File: config.mk
export PLATFORM = sky130hd
export DESIGN_NAME = utf8_stream_decoder_flat
export DESIGN_NICKNAME = d
export VERILOG_FILES = /design/src/u8d_pkg.sv /design/src/u8d_ifs.sv /design/src/u8d_step.sv /design/src/utf8_stream_decoder.sv /design/src/flat_wrapper.sv
export SDC_FILE = /design/constraint.sdc
export NUM_CORES = 1
export LEC_CHECK = 0
export BUFFER_PORTS_ARGS = -buffer_cell sky130_fd_sc_hd__buf_2
export CAP_MARGIN = 20
export CORE_ASPECT_RATIO = 1.4
export CORE_UTILIZATION = 52
export CTS_CLUSTER_SIZE = 30
export DETAILED_ROUTE_END_ITERATION = 10
export PLACE_DENSITY = 0.86
export SLEW_MARGIN = 20
export SYNTH_ARGS = -nofsm -noshare
export SYNTH_HDL_FRONTEND = slang
export SYNTH_SLANG_ARGS = --single-unit
File: constraint.sdc
create_clock -name i_clk -period 3.4 [get_ports i_clk]
set_clock_uncertainty 0.15 [all_clocks]
set_input_delay 0.17 -clock i_clk [delete_from_list [all_inputs] [get_ports i_clk]]
set_output_delay 0.17 -clock i_clk [all_outputs]
set_load 0.02 [all_outputs]
File: src/u8d_pkg.sv
// Package with the shared types and constants of the UTF-8 stream decoder.
`default_nettype none

package u8d_pkg;

    // Field widths.
    localparam int unsigned BYTE_W  = 8;
    localparam int unsigned POINT_W = 21;
    localparam int unsigned PEND_W  = 2;

    // Byte classification constants.
    localparam logic [BYTE_W-1:0] CONT_MASK = 8'hC0;
    localparam logic [BYTE_W-1:0] CONT_TAG  = 8'h80;
    localparam logic [BYTE_W-1:0] END_BYTE  = 8'h00;

    // Byte order mark, dropped when it is the first point of a string.
    localparam logic [POINT_W-1:0] BOM_POINT = 21'h00FEFF;

    // Decoder state carried from one byte to the next.
    typedef struct packed {
        logic [PEND_W-1:0]  pending;
        logic [POINT_W-1:0] partial;
        logic               at_start;
    } t_dec_state;

    localparam t_dec_state STATE_RESET = '{
        pending:  '0,
        partial:  '0,
        at_start: 1'b1
    };

    // Outcome of one decode step.
    typedef struct packed {
        logic               emit;
        logic [POINT_W-1:0] code_point;
    } t_step_res;

endpackage

`default_nettype wire

File: src/u8d_ifs.sv
// Valid/ready channel interfaces for the byte input and the code point output.
`default_nettype none

interface u8d_byte_if;
    logic                       valid;
    logic                       ready;
    logic [u8d_pkg::BYTE_W-1:0] byte_value;
    logic                       string_start;

    modport source (output valid, output byte_value, output string_start, input ready);
    modport sink   (input valid, input byte_value, input string_start, output ready);
endinterface

interface u8d_point_if;
    logic                        valid;
    logic                        ready;
    logic [u8d_pkg::POINT_W-1:0] code_point;

    modport source (output valid, output code_point, input ready);
    modport sink   (input valid, input code_point, output ready);
endinterface

`default_nettype wire

File: src/u8d_step.sv
// Combinational decode of one byte against the current decoder state.
`default_nettype none

module u8d_step (
    input  wire u8d_pkg::t_dec_state          i_state,
    input  wire logic [u8d_pkg::BYTE_W-1:0]   i_byte,
    input  wire logic                         i_start,
    output u8d_pkg::t_dec_state               o_state,
    output u8d_pkg::t_step_res                o_res
);

    u8d_pkg::t_dec_state          s;
    u8d_pkg::t_dec_state          n;
    logic [u8d_pkg::PEND_W-1:0]   pend_dec;
    logic [u8d_pkg::POINT_W-1:0]  cont_bits;
    logic                         is_cont;
    logic                         done;
    logic                         drop;

    // A new string clears the state before the byte is looked at.
    assign s        = i_start ? u8d_pkg::STATE_RESET : i_state;
    assign pend_dec = s.pending - 2'd1;
    assign is_cont  = (i_byte & u8d_pkg::CONT_MASK) == u8d_pkg::CONT_TAG;

    // Place the six payload bits of a continuation byte at its slot.
    always_comb begin
        unique case (pend_dec)
            2'd0:    cont_bits = {15'b0, i_byte[5:0]};
            2'd1:    cont_bits = {9'b0, i_byte[5:0], 6'b0};
            2'd2:    cont_bits = {3'b0, i_byte[5:0], 12'b0};
            default: cont_bits = {i_byte[2:0], 18'b0};
        endcase
    end

    // Next state and whether a sequence completes with this byte.
    always_comb begin
        n    = s;
        done = 1'b0;
        priority if (i_byte == u8d_pkg::END_BYTE) begin
            n = u8d_pkg::STATE_RESET;
        end else if (s.pending != '0) begin
            n.pending = pend_dec;
            if (is_cont) begin
                n.partial = s.partial | cont_bits;
            end
            done = (pend_dec == '0);
        end else if (!i_byte[7]) begin
            n.partial = {13'b0, i_byte};
            done      = 1'b1;
        end else if (i_byte[6] && !i_byte[5]) begin
            n.partial = {10'b0, i_byte[4:0], 6'b0};
            n.pending = 2'd1;
        end else if (i_byte[6] && !i_byte[4]) begin
            n.partial = {5'b0, i_byte[3:0], 12'b0};
            n.pending = 2'd2;
        end else if (i_byte[6] && !i_byte[3]) begin
            n.partial = {i_byte[2:0], 18'b0};
            n.pending = 2'd3;
        end else begin
            // Stray continuation or overlong lead: skipped.
            n = s;
        end
        if (done) begin
            n.at_start = 1'b0;
        end
    end

    // The first completed point of a string is dropped when it is a BOM.
    assign drop = s.at_start && (n.partial == u8d_pkg::BOM_POINT);

    assign o_state          = n;
    assign o_res.emit       = done && !drop;
    assign o_res.code_point = n.partial;

endmodule

`default_nettype wire

File: src/utf8_stream_decoder.sv
// Top level of the UTF-8 stream decoder: input register, decode step, result register.
// The decoder takes one UTF-8 byte per request and returns a 21-bit code point request
// whenever a sequence completes; bytes that only start or continue a sequence, skipped
// bytes, the terminating zero byte and a leading byte order mark give no result. It
// accepts a byte in every clock cycle: a byte is held in an input register, decoded by
// a single shallow step that also updates the decoder state, and the point is written
// to a result register. The input stalls only while the result register holds a point
// that is not taken.
`default_nettype none

module utf8_stream_decoder (
    input  wire logic   i_clk,
    input  wire logic   i_rst_n,
    u8d_byte_if.sink    i_byte,
    u8d_point_if.source o_point
);

    logic                          r_in_valid;
    logic [u8d_pkg::BYTE_W-1:0]    r_byte;
    logic                          r_start;
    u8d_pkg::t_dec_state           r_state;
    logic                          r_out_valid;
    logic [u8d_pkg::POINT_W-1:0]   r_code;

    u8d_pkg::t_dec_state           n_state;
    u8d_pkg::t_step_res            step_res;
    logic                          out_free;
    logic                          advance;

    // Handshake flow between the two register stages.
    assign out_free     = !r_out_valid || o_point.ready;
    assign advance      = r_in_valid && out_free;
    assign i_byte.ready = !r_in_valid || advance;

    // Decode step.
    u8d_step u_step (
        .i_state (r_state),
        .i_byte  (r_byte),
        .i_start (r_start),
        .o_state (n_state),
        .o_res   (step_res)
    );

    // Input register.
    always_ff @(posedge i_clk) begin
        if (!i_rst_n) begin
            r_in_valid <= 1'b0;
        end else if (i_byte.ready) begin
            r_in_valid <= i_byte.valid;
        end
        if (i_byte.valid && i_byte.ready) begin
            r_byte  <= i_byte.byte_value;
            r_start <= i_byte.string_start;
        end
    end

    // Decoder state and result register.
    always_ff @(posedge i_clk) begin
        if (!i_rst_n) begin
            r_state     <= u8d_pkg::STATE_RESET;
            r_out_valid <= 1'b0;
        end else begin
            if (advance) begin
                r_state <= n_state;
            end
            if (out_free) begin
                r_out_valid <= advance && step_res.emit;
            end
        end
        if (advance && step_res.emit) begin
            r_code <= step_res.code_point;
        end
    end

    assign o_point.valid      = r_out_valid;
    assign o_point.code_point = r_code;

    // A zero byte leaves the decoder in its reset state.
    a_end_clears: assert property (@(posedge i_clk) disable iff (!i_rst_n)
        advance && (r_byte == u8d_pkg::END_BYTE)
        |=> (r_state.pending == '0) && r_state.at_start && (r_state.partial == '0))
        else $error("zero byte did not clear decoder state");

    // A point is only produced when no continuation bytes remain.
    a_emit_complete: assert property (@(posedge i_clk) disable iff (!i_rst_n)
        advance && step_res.emit |-> (n_state.pending == '0) && !n_state.at_start)
        else $error("point emitted with a sequence still open");

    // The decoder state only moves when a byte is decoded.
    a_state_hold: assert property (@(posedge i_clk) disable iff (!i_rst_n)
        !advance |=> $stable(r_state))
        else $error("decoder state changed without a decoded byte");

    // A stalled result keeps the input register from being overwritten.
    a_stall_hold: assert property (@(posedge i_clk) disable iff (!i_rst_n)
        r_in_valid && !out_free |=> r_in_valid && $stable(r_byte) && $stable(r_start))
        else $error("pending byte lost during output stall");

endmodule

`default_nettype wire

File: src/flat_wrapper.sv
// flat-port wrapper written by rule: the top's interface ports become plain ports
module utf8_stream_decoder_flat 
  (i_clk, i_rst_n, i_byte_valid, i_byte_byte_value, i_byte_string_start, i_byte_ready, o_point_valid, o_point_code_point, o_point_ready);
  u8d_byte_if i_byte_i ();
  u8d_point_if o_point_i ();
  input  wire logic i_clk;
  input  wire logic i_rst_n;
  input wire logic [$bits(i_byte_i.valid)-1:0] i_byte_valid;
  input wire logic [$bits(i_byte_i.byte_value)-1:0] i_byte_byte_value;
  input wire logic [$bits(i_byte_i.string_start)-1:0] i_byte_string_start;
  output wire logic [$bits(i_byte_i.ready)-1:0] i_byte_ready;
  output wire logic [$bits(o_point_i.valid)-1:0] o_point_valid;
  output wire logic [$bits(o_point_i.code_point)-1:0] o_point_code_point;
  input wire logic [$bits(o_point_i.ready)-1:0] o_point_ready;
  assign i_byte_i.valid = i_byte_valid;
  assign i_byte_i.byte_value = i_byte_byte_value;
  assign i_byte_i.string_start = i_byte_string_start;
  assign i_byte_ready = i_byte_i.ready;
  assign o_point_valid = o_point_i.valid;
  assign o_point_code_point = o_point_i.code_point;
  assign o_point_i.ready = o_point_ready;
  utf8_stream_decoder u_core (.i_clk(i_clk), .i_rst_n(i_rst_n), .i_byte(i_byte_i), .o_point(o_point_i));
endmodule
==> impl_summary.md <==
Drt
After detailed routing, the number of remaining DRC violations is 0. For this block, the initial DRC count from the detailed router was approximately 180. Using the TritonRoute via totals, the vias-per-cell ratio works out to 6.24. The detailed-routing iteration count for the pre-antenna-repair pass is 5. After detailed routing, the total wire length is 7260 um.

The residual antenna-violating net count after detailed routing is 0. In the final routed layout, each cell accounts on average for 18.0 um. For this block, the via count after detailed routing is 2520.

Setup path
In this design, the largest share of critical-path delay is due to simple AND/OR/NAND/NOR gates. The endpoint type of the worst setup path is a register. The arrival time of the worst setup path is 2790 ps. At the worst endpoint, the required time is between 3000 and 4000 ps. The type of the setup path with the least slack is register to register. The signal on the critical path passes through nor4_1 > and2_1 > o32a_1 > and3b_1 > nand4_1 > inv_1 > a21boi_2 > buf_4. STA classifies the critical path startpoint as a register.

In this run the worst path has a maximum fanout of 18. The slowest stage of the critical path belongs to the cell edfxtp_1. The largest incremental delay on the critical path is 620 ps. The count of buffer and inverter cells on the critical path is 2.

Floorplanning
The I/O pin total is 36. The die covers 0.00574 sq mm. The area of the core region is approximately 0.0052 sq mm. The horizontal extent of the die is ~64 um. The number of rows in the core area is 31. In this run the vertical extent of the chip is between 80 and 90 um.

The starting density of the core is 0.544.

Yosys
The number of enable-type register cells in the synthesized netlist is 30. The synthesized net count is 312. The fraction of the yosys area taken by sequential cells is 0.503.

The share of synthesized registers carrying an async set or reset is 0. Synthesis inferred 56 register bits. For this run, the number of Yosys warnings is 0. The number of distinct standard cells referenced by the synthesized netlist is 57. The number of instances in the synthesized netlist is 299. The fraction of post-synthesis cell area in the top cell type by area is 0.319.

In this run the mean area of a mapped cell was 9.46 sq um. The cell with the most instances after synthesis is nand2_1. The commonest register cell after synthesis is edfxtp_1. By area the synthesized netlist is led by edfxtp_1, dfxtp_1, nand2_1. After synthesis the cells add up to 0.00283 sq mm. Ranked by instance count, the synthesized netlist is headed by nand2_1, edfxtp_1, dfxtp_1, nor2_1, a21boi_0.

The cell type contributing the most total cell area after synthesis is edfxtp_1.

Clock tree
The clock tree synthesis step divided the H-tree into 2 levels. The clock tree root driver cell is clkbuf_8. Once the clock tree was built, the resizer swapped 0 gates to a different size. Clock tree synthesis inserted a total of 5 buffers.

The later pin in the worst-skew pair is clocked with a latency of 310 ps. TritonCTS built the clock tree. Counting along the longest clock path gives a buffer depth of 2.

The clock net in this run drives a total of 56 sinks. The clock transition at the register clock pins on the worst setup and hold paths after CTS is roughly 100 ps.

Pwr
The leakage power of the design is 1.21 nW. In this run the power density over the cells is 411 mW/mm^2. VDD sags by at most just under 400 uV.

Global routing
In the global route stage, overall resource usage came out at 0.270. The total congestion overflow after global routing is 0. The initial antenna violation count is 0.

Entering global routing, the biggest net connects 27 pins. The first global-routing pass estimated about 12000 um of wire. The number of global-route vias before repair came to around 2.5k.

Timing
The number of hold violations in the final report came to 0. In this run the tightest slew margin relative to its limit is 0.632. The shortest clock period the worst path allows after layout is between 2000 and 3000 ps.

The total setup violations reported at the end of the flow is 0. The max-slew violation count is 0. In the finished design, the share of the clock period the worst path needs comes to 0.862.

Setup repair after global routing left no endpoint under its margin. The least setup slack across all paths after layout is about 470 ps. The top achievable clock speed is roughly 340 MHz.

The slew at the pin with the worst max-slew slack is 551 ps. After routing, the total negative slack on setup checks comes to 0 ps.

Final layout
The share of post-route cells with drive strength above 1 is 0.192. The filler cells instantiated in the layout total ~460. The number of antenna cells inserted is 0. The total area of sequential cells is 0.00142 sq mm. The area occupied by multi-input gates is 0.00127 sq mm. The final layout contains 350 nets. The layout overhead on the synthesized area is 15.2%. With fillers left out, the area of the finished cells amounts to 0.00326 sq mm.

Job
The number of max-cap violations is 0.

Placed design
Summed over all nets, the half-perimeter wirelength after detailed placement is 5090 um. The count of buffers added on input and output ports is 35. The placement-stage worst setup slack is 514 ps. At the end of routability-driven placement, the weighted congestion stood at 0.946. In this run the cell area measured after placement is about 0.0030 sq mm.

Run status
The flow ran to the end, and the final reports show no timing, DRC or antenna violations.

Hold path
The path type of the worst min-delay path is input port to register.
-- worst register-to-register path, stage by stage (launching register included) --
cell      delay [ps]
edfxtp_1         620
nor4_1           410
and2_1           370
o32a_1           310
and3b_1          210
nand4_1          110
inv_1             60
a21boi_2         150
buf_4            240
-- metal layers --
layer	routed length, um	GRT usage
met3	474	0.0395
met4	377	0.176
met1	2740	0.301
met2	3660	0.481
met5	0	0
-- area by class of cell --
class | instances | area share
Tap cell | 66 | 0.0253
Timing Repair Buffer | 53 | 0.103
Clock buffer | 8 | 0.0373
Inverter | 8 | 0.00922
Sequential cell | 56 | 0.436
Multi-Input combinational cell | 213 | 0.389
-- per-stage QoR --
| stage | utilization | power (mW) | hold WS [ps] | std cells |
|---|---|---|---|---|
| detailed placement | 0.584 | 0.905 | 199 | 386 |
| finish | 0.627 | 1.34 | 120 | 404 |
| global route | 0.627 | 1.39 | 126 | 404 |
| CTS | 0.627 | 1.34 | 106 | 404 |
| floorplan | - | 0.859 | 119 | 299 |
| global placement | 0.584 | 0.903 | 196 | 386 |
-- path summary, 6_finish.rpt --
| kind | start | to | slack, ps | depth (start not counted) |
|---|---|---|---|---|
| min reg2reg | u_core.r_state[5] | u_core.r_state[5] | 320 | 2 |
| max reg2reg | u_core.r_byte[6] | u_core.o_point.code_point[2] | 470 | 8 |
| min | o_point_ready | u_core.o_point.valid | 120 | 4 |
| max | u_core.r_byte[6] | u_core.o_point.code_point[2] | 470 | 8 |
-- power breakdown --
part | switching (mW) | internal, mW
Sequential | 0.0265 | 0.732
Clock | 0.207 | 0.230
Combinational | 0.0871 | 0.0573
-- logic make-up after synthesis --
group,after synthesis,synth area share
multiplexers,1,0.00398
AND/OR/NAND/NOR,124,0.214
buffers and inverters,30,0.0504
flip-flops,56,0.503
AO/OA/AOI/OAI,88,0.229
-- what timing repair did --
item	4_1_cts	5_1_grt
buffers inserted	0	0
endpoints found under the hold margin	10	0
setup endpoints to repair	0	0
hold buffers	10	0
-- state kept, by name, summed over array words and instances (netlist names) --
| register | flops |
|---|---|
| u_core.r_in_valid | 1 |
| u_core.r_byte | 8 |
| u_core.r_start | 1 |
| u_core.r_state | 24 |
| u_core.o_point.valid | 1 |
| u_core.o_point.code_point | 21 |
-- cell usage in the layout (no fill, tap or decap), types with 8 or more instances in the layout --
master,n
a21boi_0,20
o21ai_0,8
edfxtp_1,30
a21oi_1,19
buf_2,35
nand2_1,51
nand3_1,9
buf_4,8
dlygate4sd3_1,10
dfxtp_1,26
nor2_1,22
a22oi_1,8
Note: power is estimated with default switching activity, not from simulation.
